### src/hw/rtl/clil_pkg.sv
// Shared types and constants of the interpolating colormap lookup.
// No dependencies; imported by every module of the block.
`timescale 1ns / 1ps

package clil_pkg;

  localparam int unsigned DefaultTableDepth = 16;

  localparam int unsigned SampleW   = 24;
  localparam int unsigned InvSpanW  = 32;
  localparam int unsigned CountW    = 5;
  localparam int unsigned EntryIdxW = 4;
  localparam int unsigned ChanW     = 16;
  localparam int unsigned ByteW     = 8;
  localparam int unsigned FracW     = 16;
  localparam int unsigned UnitW     = FracW + 1;
  localparam int unsigned ProdW     = SampleW + InvSpanW - FracW;
  localparam int unsigned BlendW    = ChanW + UnitW;
  localparam int unsigned CfgIdxW   = 2;
  localparam int unsigned CfgDataW  = 32;

  localparam logic [UnitW-1:0] UnitOne = {1'b1, {FracW{1'b0}}};

  localparam logic OpWrite = 1'b1;

  localparam logic [CfgIdxW-1:0] RegMinValue   = 2'd0;
  localparam logic [CfgIdxW-1:0] RegInvSpan    = 2'd1;
  localparam logic [CfgIdxW-1:0] RegEntryCount = 2'd2;

  localparam logic [SampleW-1:0]  ResetMinValue   = '0;
  localparam logic [InvSpanW-1:0] ResetInvSpan    = 32'd256;
  localparam logic [CountW-1:0]   ResetEntryCount = 5'd1;

  // alpha in the top 16 bits, red in the bottom 16
  typedef struct packed {
    logic [ChanW-1:0] alpha;
    logic [ChanW-1:0] blue;
    logic [ChanW-1:0] green;
    logic [ChanW-1:0] red;
  } entry_t;

  // load enables of the five pipeline stages
  typedef struct packed {
    logic s1;
    logic s2;
    logic s3;
    logic s4;
    logic s5;
  } stage_en_t;

endpackage

### src/hw/rtl/clil_table.sv
// Colour table: one write port, two registered read ports.
// Depends on clil_pkg for the entry type.
`timescale 1ns / 1ps

module clil_table #(
  parameter int unsigned TableDepth = clil_pkg::DefaultTableDepth,
  localparam int unsigned IdxW = $clog2(TableDepth)
) (
  input  logic                           clk_i,
  input  logic                           we_i,
  input  logic [clil_pkg::EntryIdxW-1:0] waddr_i,
  input  clil_pkg::entry_t               wdata_i,
  input  logic                           re_i,
  input  logic [IdxW-1:0]                raddr0_i,
  input  logic [IdxW-1:0]                raddr1_i,
  output clil_pkg::entry_t               rdata0_o,
  output clil_pkg::entry_t               rdata1_o
);
  import clil_pkg::*;

  entry_t mem [TableDepth];
  entry_t rd0_q, rd1_q;
  logic   wr_hit;

  // indexes past the table are dropped
  assign wr_hit = we_i && (32'(waddr_i) < TableDepth);

  always_ff @(posedge clk_i) begin
    if (wr_hit) begin
      mem[IdxW'(waddr_i)] <= wdata_i;
    end
    if (re_i) begin
      rd0_q <= mem[raddr0_i];
      rd1_q <= mem[raddr1_i];
    end
  end

  assign rdata0_o = rd0_q;
  assign rdata1_o = rd1_q;

endmodule

### config.mk
export PLATFORM = sky130hd
export DESIGN_NAME = clil_table
export DESIGN_NICKNAME = d
export VERILOG_FILES = /design/src/hw/rtl/clil_pkg.sv /design/src/hw/rtl/clil_table.sv
export SDC_FILE = /design/constraint.sdc
export NUM_CORES = 1
export LEC_CHECK = 0
export BUFFER_PORTS_ARGS = -buffer_cell sky130_fd_sc_hd__buf_4
export CORE_MARGIN = 1.5
export CORE_UTILIZATION = 35
export CTS_BUF_LIST = sky130_fd_sc_hd__clkbuf_2
export CTS_CLUSTER_SIZE = 40
export DETAILED_ROUTE_END_ITERATION = 7
export HOLD_SLACK_MARGIN = 0.1
export REMOVE_ABC_BUFFERS = 1
export SLEW_MARGIN = 20
export SYNTH_ARGS = -nofsm -noshare
export SYNTH_HDL_FRONTEND = slang
export SYNTH_SLANG_ARGS = --single-unit
### constraint.sdc
create_clock -name clk_i -period 8.4 [get_ports clk_i]
set_clock_uncertainty 0.1 [all_clocks]
set_input_delay 0 -clock clk_i [delete_from_list [all_inputs] [get_ports clk_i]]
set_output_delay 0 -clock clk_i [all_outputs]
set_load 0.03 [all_outputs]
==> flow_summary.yaml <==
run_status:
  outcome: "finished, final reports clean"
worst_setup_path:
  crit_fanout: 41
  arrival_ps: 5070
  r2r_end: "rdata0_o[30]$_DFFE_PP_"
  required_ps: 9860
  worstSetupStartpointType: "input port"
  r2r_start: "mem[12][30]$_DFFE_PP_"
  ff2ff_path_depth: 6
  reg2reg_slack_ps: 5250
  critical_path_class: "in2reg"
  endpoint_kind: "flop"
power_and_ir_drop:
  seq_power_share: 0.568
  pwr_density_cell_mw_per_mm2: 197
  cellLeakagePower_nw: 19.4
  p_comb_frac: 0.103
  switching_power_mw: 3.06
  ir_drop_uv: 130
  internal_power_mw: 8.53
  power_frac_clock: 0.329
  switching_share: 0.264
floorplan:
  die_w_um: 379
  core_sq_mm: 0.140
  start_util: 0.354
  die_h_um: 379
  die_area_sq_mm: 0.144
  rows: 137
  ios: 207
clock_tree:
  insertion_delay_ps: 1740
  clockBufferDepth: 4
  ctsRootBufferMaster: "clkbuf_2"
  cts_buffers: 317
  cts_sinks: 1152
  cts_tree: "built"
  cts_setup_buffers: 0
  cts_max_level: 5
  cts_resized: 0
  path_clk_slew_ps: 90
placement:
  dpl.cell_count: 4216
  globalplace.congestion: 0.728
  hpwlAfterDp_mm: 74.7
  io_buffers: 206
layout:
  layout.nets: 3006
  drive_above_1_share: 0.405
  layout_commonest_cell: "edfxtp_1"
  stdcell_count: 5009
  final_cell_mix: "edfxtp_1 (1,152), mux4_2 (512), clkbuf_2 (433)"
  syn_to_final_growth_pct: 18.3
sta:
  fmax_mhz: 277
  worst_pin_slew_ps: 1200
  finalSetupViolCount: 0
  whs_ps: 286
  rsz0062_at_grt: "no"
  finalHoldViolations: 0
  period_needed_ps: 3610
  period_share: 0.430
  setup_tns_ps: 0
  max_slew_margin: 0.203
  slew_viol_final: 0
global_routing:
  antenna_found_initial: 8
  grt.met1_usage: 0.263
  grt_use_total: 0.206
  grt_overflow_total: 0
  globalRouteMet3Util: 0.0538
  grt-busiest-layer: "met2"
  grt_util_met2: 0.338
  grt_pass1_wl_mm: 210
  grt_max_degree: 141
  grt_pass1_vias: 31100
min_path:
  min_delay_path_depth: 7
  hold_end: "rdata1_o[14]$_DFFE_PP_"
  worstHoldPathType: "in2reg"
  min_from: "raddr1_i[1]"
synth:
  ys_seq_area_frac: 0.698
  synth-seq-cells: 1152
  avgSynthCellArea_sq_um: 22.1
  yosys_warnings: 0
  syn-cell-area_sq_mm: 0.0496
  synth_ff_type: "edfxtp_1"
  synth-edff-count: 1152
  ys_async_sr_fraction: 0
  yosys.cell_types.count: 17
  synth_cells: 2247
detailed_routing:
  wire_per_inst_um: 29.3
  drcViolationCount: 0
  totalWireLength_mm: 147
  ant_nets: 0
  drt_first_pass_iters: 5
  via_per_inst: 5.65
  drtIter0Drc: 3020
  via_count: 28300
run:
  cap_violations: 0
-- sequential cells by signal, summed over array words and instances, names as in the netlist --
| signal | count |
|---|---|
| mem | 1024 |
| rdata0_o | 64 |
| rdata1_o | 64 |
-- what timing repair did --
action	in CTS	in global routing
endpoints found under the setup margin	0	0
hold endpoints to repair	2304	0
hold buffers	267	0
-- power by group through the flow --
stage                     Combinational (mW)  Sequential [mW]  Clock, mW
after floorplan                        0.442             6.79          0
after global placement                  1.05             6.70          0
after detailed placement                1.07             6.72          0
after CTS                               1.20             6.59       3.94
after global routing                    1.26             6.60       4.23
final                                   1.19             6.58       3.81
-- synthesized netlist by cell type, types with 4 or more instances --
library cell	count	area [sq um]
a22oi_1	256	1920
buf_1	16	60.1
buf_2	32	160
buf_4	11	82.6
buf_6	26	293
clkbuf_1	83	312
edfxtp_1	1152	34600
mux4_2	512	11500
nand2_1	129	484
nor2_1	14	52.6
nor2b_1	4	25.0
nor3_1	4	20.0
-- worst max path at each step --
| stage | start | to | slack, ps |
|---|---|---|---|
| 6_report | raddr0_i[3] | rdata0_o[35]$_DFFE_PP_ | 4790 |
| 3_3_place_gp | raddr0_i[0] | rdata0_o[10]$_DFFE_PP_ | 5050 |
| 3_5_place_dp | raddr0_i[0] | rdata0_o[52]$_DFFE_PP_ | 5040 |
| 5_1_grt | raddr1_i[0] | rdata1_o[34]$_DFFE_PP_ | 4820 |
| 2_1_floorplan | waddr_i[2] | mem[0][0]$_DFFE_PP_ | 2870 |
| 4_1_cts | raddr0_i[3] | rdata0_o[35]$_DFFE_PP_ | 5060 |
-- cells by family (layout without fill, tap and decap cells) --
| group | Yosys count | in the layout | synth area share |
|---|---|---|---|
| other | 0 | 9 | 0 |
| flip-flops | 1152 | 1152 | 0.698 |
| AND/OR/NAND/NOR | 159 | 159 | 0.0128 |
| multiplexers | 512 | 512 | 0.233 |
| AO/OA/AOI/OAI | 256 | 256 | 0.0388 |
| buffers and inverters | 168 | 1045 | 0.0183 |
-- metrics by stage --
stage               worst slack [ps]  utilization  area, sq um  total power [mW]
floorplan                       2870            -        48700              7.23
global placement                5050        0.380        53200              7.76
detailed placement              5040        0.380        53200              7.79
CTS                             5060        0.419        58600              11.7
global route                    4820        0.419        58700              12.1
finish                          4790        0.419        58700              11.6
-- per-layer routing --
metal / up-vias / wire [um]
met2: 1494 / 72700
met1: 15000 / 56800
met3: 302 / 12900
met4: 4 / 4260
met5: - / 23
li1: 11500 / -
-- layout make-up --
type                       instances  area (sq um)
timing repair buffer             529          4870
sequential                      1152         34600
antenna                            9          22.5
clock buffer                     433          2170
clock inverter                    83           434
tap                             1876          2350
multi-input combinational        927         14200
fill                           12400         81400
-- critical path, stage by stage --
cell	delay, ps
dlygate4sd3_1	530
dlygate4sd3_1	560
buf_4	140
dlygate4sd3_1	650
nor2_4	820
buf_4	840
a22oi_1	210
dlygate4sd3_1	610
nand2_1	60
dlygate4sd3_1	540
No activity file was read; power rests on OpenSTA's default activity.
