$ cat src/hw/rtl/clil_pkg.sv
// Shared types and constants of the interpolating colormap lookup.
// No dependencies; imported by every module of the block.
`timescale 1ns / 1ps

package clil_pkg;

  localparam int unsigned DefaultTableDepth = 16;

  localparam int unsigned SampleW   = 24;
  localparam int unsigned InvSpanW  = 32;
  localparam int unsigned CountW    = 5;
  localparam int unsigned EntryIdxW = 4;
  localparam int unsigned ChanW     = 16;
  localparam int unsigned ByteW     = 8;
  localparam int unsigned FracW     = 16;
  localparam int unsigned UnitW     = FracW + 1;
  localparam int unsigned ProdW     = SampleW + InvSpanW - FracW;
  localparam int unsigned BlendW    = ChanW + UnitW;
  localparam int unsigned CfgIdxW   = 2;
  localparam int unsigned CfgDataW  = 32;

  localparam logic [UnitW-1:0] UnitOne = {1'b1, {FracW{1'b0}}};

  localparam logic OpWrite = 1'b1;

  localparam logic [CfgIdxW-1:0] RegMinValue   = 2'd0;
  localparam logic [CfgIdxW-1:0] RegInvSpan    = 2'd1;
  localparam logic [CfgIdxW-1:0] RegEntryCount = 2'd2;

  localparam logic [SampleW-1:0]  ResetMinValue   = '0;
  localparam logic [InvSpanW-1:0] ResetInvSpan    = 32'd256;
  localparam logic [CountW-1:0]   ResetEntryCount = 5'd1;

  // alpha in the top 16 bits, red in the bottom 16
  typedef struct packed {
    logic [ChanW-1:0] alpha;
    logic [ChanW-1:0] blue;
    logic [ChanW-1:0] green;
    logic [ChanW-1:0] red;
  } entry_t;

  // load enables of the five pipeline stages
  typedef struct packed {
    logic s1;
    logic s2;
    logic s3;
    logic s4;
    logic s5;
  } stage_en_t;

endpackage

$ cat src/hw/rtl/clil_norm.sv
// Normalise stages: offset, reciprocal-span multiply, clamp and scale to table index.
// Depends on clil_pkg; feeds clil_table with read/write addresses.
`timescale 1ns / 1ps

module clil_norm #(
  parameter int unsigned TableDepth = clil_pkg::DefaultTableDepth,
  localparam int unsigned IdxW = $clog2(TableDepth)
) (
  input  logic                              clk_i,
  input  clil_pkg::stage_en_t               en_i,
  input  logic                              opcode_i,
  input  logic signed [clil_pkg::SampleW-1:0]  sample_i,
  input  logic [clil_pkg::EntryIdxW-1:0]    entry_index_i,
  input  clil_pkg::entry_t                  entry_i,
  input  logic signed [clil_pkg::SampleW-1:0]  min_value_i,
  input  logic [clil_pkg::InvSpanW-1:0]     inv_span_i,
  input  logic [clil_pkg::CountW-1:0]       entry_count_i,
  output logic                              wr_o,
  output logic [clil_pkg::EntryIdxW-1:0]    waddr_o,
  output clil_pkg::entry_t                  wdata_o,
  output logic [IdxW-1:0]                   raddr0_o,
  output logic [IdxW-1:0]                   raddr1_o,
  output logic [clil_pkg::FracW-1:0]        frac_o
);
  import clil_pkg::*;

  logic [SampleW:0]          diff;
  logic [SampleW+InvSpanW-1:0] prod_full;

  logic                 wr1_q, wr2_q;
  logic                 pos1_q;
  logic [SampleW-1:0]   d1_q;
  logic [EntryIdxW-1:0] widx1_q, widx2_q;
  entry_t               ent1_q, ent2_q;
  logic [ProdW-1:0]     prod2_q;

  logic [UnitW-1:0]      unit_pos;
  logic [IdxW-1:0]       nm1;
  logic [UnitW+IdxW-1:0] scaled;
  logic [IdxW:0]         idx;
  logic                  last;

  assign diff = {sample_i[SampleW-1], sample_i} - {min_value_i[SampleW-1], min_value_i};
  assign prod_full = {{InvSpanW{1'b0}}, d1_q} * {{SampleW{1'b0}}, inv_span_i};

  always_ff @(posedge clk_i) begin
    if (en_i.s1) begin
      wr1_q   <= (opcode_i == OpWrite);
      pos1_q  <= !diff[SampleW] && (diff != '0);
      d1_q    <= diff[SampleW-1:0];
      widx1_q <= entry_index_i;
      ent1_q  <= entry_i;
    end
    if (en_i.s2) begin
      wr2_q   <= wr1_q;
      widx2_q <= widx1_q;
      ent2_q  <= ent1_q;
      prod2_q <= pos1_q ? prod_full[SampleW+InvSpanW-1:FracW] : '0;
    end
  end

  assign unit_pos = (prod2_q > ProdW'(UnitOne)) ? UnitOne : prod2_q[UnitW-1:0];

  always_comb begin
    if (entry_count_i == '0) begin
      nm1 = '0;
    end else if (32'(entry_count_i) >= TableDepth) begin
      nm1 = IdxW'(TableDepth - 1);
    end else begin
      nm1 = IdxW'(entry_count_i - CountW'(1));
    end
  end

  assign scaled = {{IdxW{1'b0}}, unit_pos} * {{UnitW{1'b0}}, nm1};
  assign idx    = scaled[UnitW+IdxW-1:FracW];
  assign last   = (idx >= {1'b0, nm1});

  // top of the range: last entry alone, zero weight on the neighbour
  assign raddr0_o = last ? nm1 : idx[IdxW-1:0];
  assign raddr1_o = last ? nm1 : idx[IdxW-1:0] + IdxW'(1);
  assign frac_o   = last ? '0 : scaled[FracW-1:0];

  assign wr_o    = wr2_q;
  assign waddr_o = widx2_q;
  assign wdata_o = ent2_q;

endmodule

$ cat config.mk
export PLATFORM = sky130hd
export DESIGN_NAME = clil_norm
export DESIGN_NICKNAME = d
export VERILOG_FILES = /design/src/hw/rtl/clil_pkg.sv /design/src/hw/rtl/clil_norm.sv
export SDC_FILE = /design/constraint.sdc
export NUM_CORES = 2
export LEC_CHECK = 0
export BUFFER_PORTS_ARGS = -buffer_cell sky130_fd_sc_hd__buf_2
export CAP_MARGIN = 15
export CORE_ASPECT_RATIO = 1.4
export CORE_MARGIN = 4
export CORE_UTILIZATION = 57
export CTS_BUF_LIST = sky130_fd_sc_hd__clkbuf_4 sky130_fd_sc_hd__clkbuf_8
export DETAILED_ROUTE_END_ITERATION = 12
export PLACE_DENSITY = 0.86
export SYNTH_ARGS = -nofsm -noshare
export SYNTH_HDL_FRONTEND = slang
export SYNTH_SLANG_ARGS = --single-unit
$ cat constraint.sdc
create_clock -name clk_i -period 8.91 [get_ports clk_i]
set_input_delay 1.782 -clock clk_i [delete_from_list [all_inputs] [get_ports clk_i]]
set_output_delay 1.782 -clock clk_i [all_outputs]
set_load 0.005 [all_outputs]
==> flow_metrics.tcl <==
set metrics [dict create \
    synth_most_common_cell "inv_1" \
    gr-total-overflow 0 \
    post_drt_wl_per_cell_um 19.22 \
    rsz0062_at_grt "yes" \
    grt_max_degree 83 \
    ys_ff_latch 203 \
    chipHeight_um 298.5 \
    numCtsBuffers 30 \
    required_ns 7.13 \
    cts_tree "built" \
    vias 25980 \
    criticalPathCategory "in2out" \
    worstPathArrival_ns 7.08 \
    synth.top_cell.area_share_pct 40.10 \
    place.detailed.hpwl_um 69480 \
    io_buffers 249 \
    synth_nets 4611 \
    outcome "finished, final reports clean" \
    netlist-cell-type-count 65 \
    max_freq_ghz 0.1128 \
    synth_area_um2 34350 \
    grt_util_all_layers_pct 28.14 \
    first_iter_violations 1714 \
    worst_setup_path_end_kind "output pin" \
    synth_edf_count 203 \
    tightest_slew_ns 1.158 \
    areaGrowthSynthToFinish_pct 11.30 \
    hold_slack_ns 0.4156 \
    cp_max_fo 8 \
    synthCells 3529 \
    grt_pass1_wl_um 144700 \
    fin_crit_ns 8.867 \
    maxSlewViolCount 0 \
    fillers 4437 \
    h-tree-depth 1 \
    antenna_found_initial 5 \
    synth_warnings 0 \
    die-area_um2 64310 \
    antenna_left 0 \
    placed_cell_area_um2 37080 \
    synth_top_area_cell "fa_1" \
    min_path_type "reg2reg" \
    core-area_um2 59680 \
    boundaryPins 253 \
    synth-seq-area-share_pct 17.75 \
    root_buffer "clkbuf_8" \
    maxCapViolCount 0 \
    drive_gt1_share_pct 13.58 \
    viasPerCell 5.651 \
    initial_core_util_pct 57.55 \
    hold_violations 0 \
    synth_commonest_cells "804 x inv_1, 688 x fa_1, 456 x nand2_1" \
    finish.instance_area_um2 38230 \
    synth-async-reset-ratio_pct 0 \
    synth_area_leaders "fa_1 40%, edfxtp_1 18%, inv_1 8.8%" \
    first_global_vias 29640 \
    routed_wl_um 88340 \
    clock_latency_ns 0.62 \
    synth_top_flop_cell "edfxtp_1" \
    slew_headroom_pct 22.81 \
    cts_buffer_depth 3 \
    cts_hold_buf 0 \
    setup_viol 0 \
    gp_congestion 0.9287 \
    core.rowCount 106 \
    cts_num_sinks 203 \
    dieWidth_um 215.5 \
    startpoint_type "input pin" \
    drtPass1Iterations 5 \
    cts.clk_slew.worst_paths_ns 0.07 \
    fin_skew_ns 0.02028 \
    nets 4894 \
    route.detailed.drc 0 \
    avgSynthCellArea_um2 9.733 \
    min_period_over_period_pct 99.52 \
]
worst max-delay path, cell delays in order:
cell	delay, ns
buf_6	0.10
buf_6	0.10
or3_4	0.39
nor3_4	0.22
a211oi_4	0.07
nor2_2	0.14
buf_6	0.15
nand2_4	0.05
fa_1	0.53
inv_2	0.05
fa_1	0.51
fa_2	0.41
a21o_1	0.20
a41oi_2	0.19
a211oi_2	0.11
o21a_1	0.21
o21ai_2	0.19
xor2_2	0.19
ha_1	0.26
nand2b_4	0.14
a21o_1	0.14
a21o_1	0.18
a21oi_2	0.18
nand2_4	0.11
buf_12	0.16
nor2_1	0.14
a21oi_2	0.04
buf_2	0.12
per-layer routing:
| layer | global-route usage [%] | wire length, µm | vias up |
|---|---|---|---|
| li1 | - | - | 11190 |
| met1 | 29.21 | 27740 | 12920 |
| met2 | 50.73 | 45570 | 1308 |
| met3 | 4.902 | 6743 | 561 |
| met4 | 20.70 | 8274 | 2 |
| met5 | 0 | 17 | - |
sequential cells by signal, indices dropped and copies added, names as in the netlist:
signal and count:
waddr_o 4, prod2_q 40, d1_q 24, wr_o 1, pos1_q 1, wr1_q 1, widx1_q 4, wdata_o 64
ent1_q 64
final cells by class:
cell class | instances | area [µm²] | area share, %
clock buffers | 37 | 465.4 | 1.217
diodes | 5 | 12.51 | 0.03273
flip-flops and latches | 203 | 6096 | 15.94
clock inverters | 19 | 231.5 | 0.6054
multi-input cells | 2364 | 24920 | 65.18
well taps | 756 | 945.9 | 2.474
repair buffers | 409 | 2544 | 6.653
inverters | 804 | 3018 | 7.894
path summary, 6_finish.rpt:
check | from | endpoint | slack (ns) | cells past startpoint
setup / recovery | entry_count_i[0] | raddr0_o[1] | 0.04 | 28
hold / removal | ent1_q[17] | wdata_o[17] | 0.42 | 0
setup reg to reg | d1_q[9] | prod2_q[37] | 1.05 | 23
hold reg to reg | ent1_q[17] | wdata_o[17] | 0.42 | 0
timing repair:
action | 4_1_cts | 5_1_grt
gates cloned | 0 | 3
gates resized for setup | 12 | 54
pin swaps | 4 | 34
setup buffers | 4 | 8
endpoints found under the setup margin | 24 | 24
stage by stage:
stage	setup slack [ns]	instances	util, %	TNS [ns]
floorplan	0.06345	3529	-	0
global placement	-0.08957	4521	62.13	-0.4682
detailed placement	-0.1725	4521	62.13	-2.300
CTS	0.001612	4581	63.42	0
global route	-0.2335	4596	64.05	-4.331
finish	0.04304	4597	64.06	0
kinds of logic (layout without fill, tap and decap cells):
| family | after synthesis | count (layout) | synth area share (%) |
|---|---|---|---|
| AOI/OAI and AO/OA | 248 | 248 | 4.750 |
| xor gates and xnor gates | 68 | 68 | 1.734 |
| adders and majority gates | 922 | 922 | 48.62 |
| buffers and inverters | 962 | 1269 | 10.51 |
| DFF | 203 | 203 | 17.75 |
| muxes | 10 | 10 | 0.2987 |
| other | 0 | 5 | 0 |
| and+or+nand+nor | 1116 | 1116 | 16.34 |
placed cells by master (no fill, tap or decap), types with 7 or more instances in the layout:
cell      netlist  routed
inv_1         804     797
fa_1          688     687
nand2_1       456     454
and2_1        447     446
buf_2           0     247
ha_1          234     227
edfxtp_1      203     203
buf_4           0     152
nor2_1         87      78
a21oi_1        80      75
a21o_1         38      38
xnor2_1        38      37
o21ai_0        36      35
clkbuf_8        0      30
xor2_1         30      29
nand4_1        19      19
nor3_1         23      19
nand3_1        20      19
o21a_1         14      14
nand2b_1       15      14
nor4_1         13      13
a31oi_1        10      10
a211oi_1       11       9
o21bai_1        9       9
nor2b_1        10       8
mux2i_1         8       8
inv_2           0       7
clkbuf_4        0       7
clkinv_1        0       7
Power is left out: the tool's default activity adds up to more than one toggle a clock period on the data nets, which glitch-free logic cannot reach.
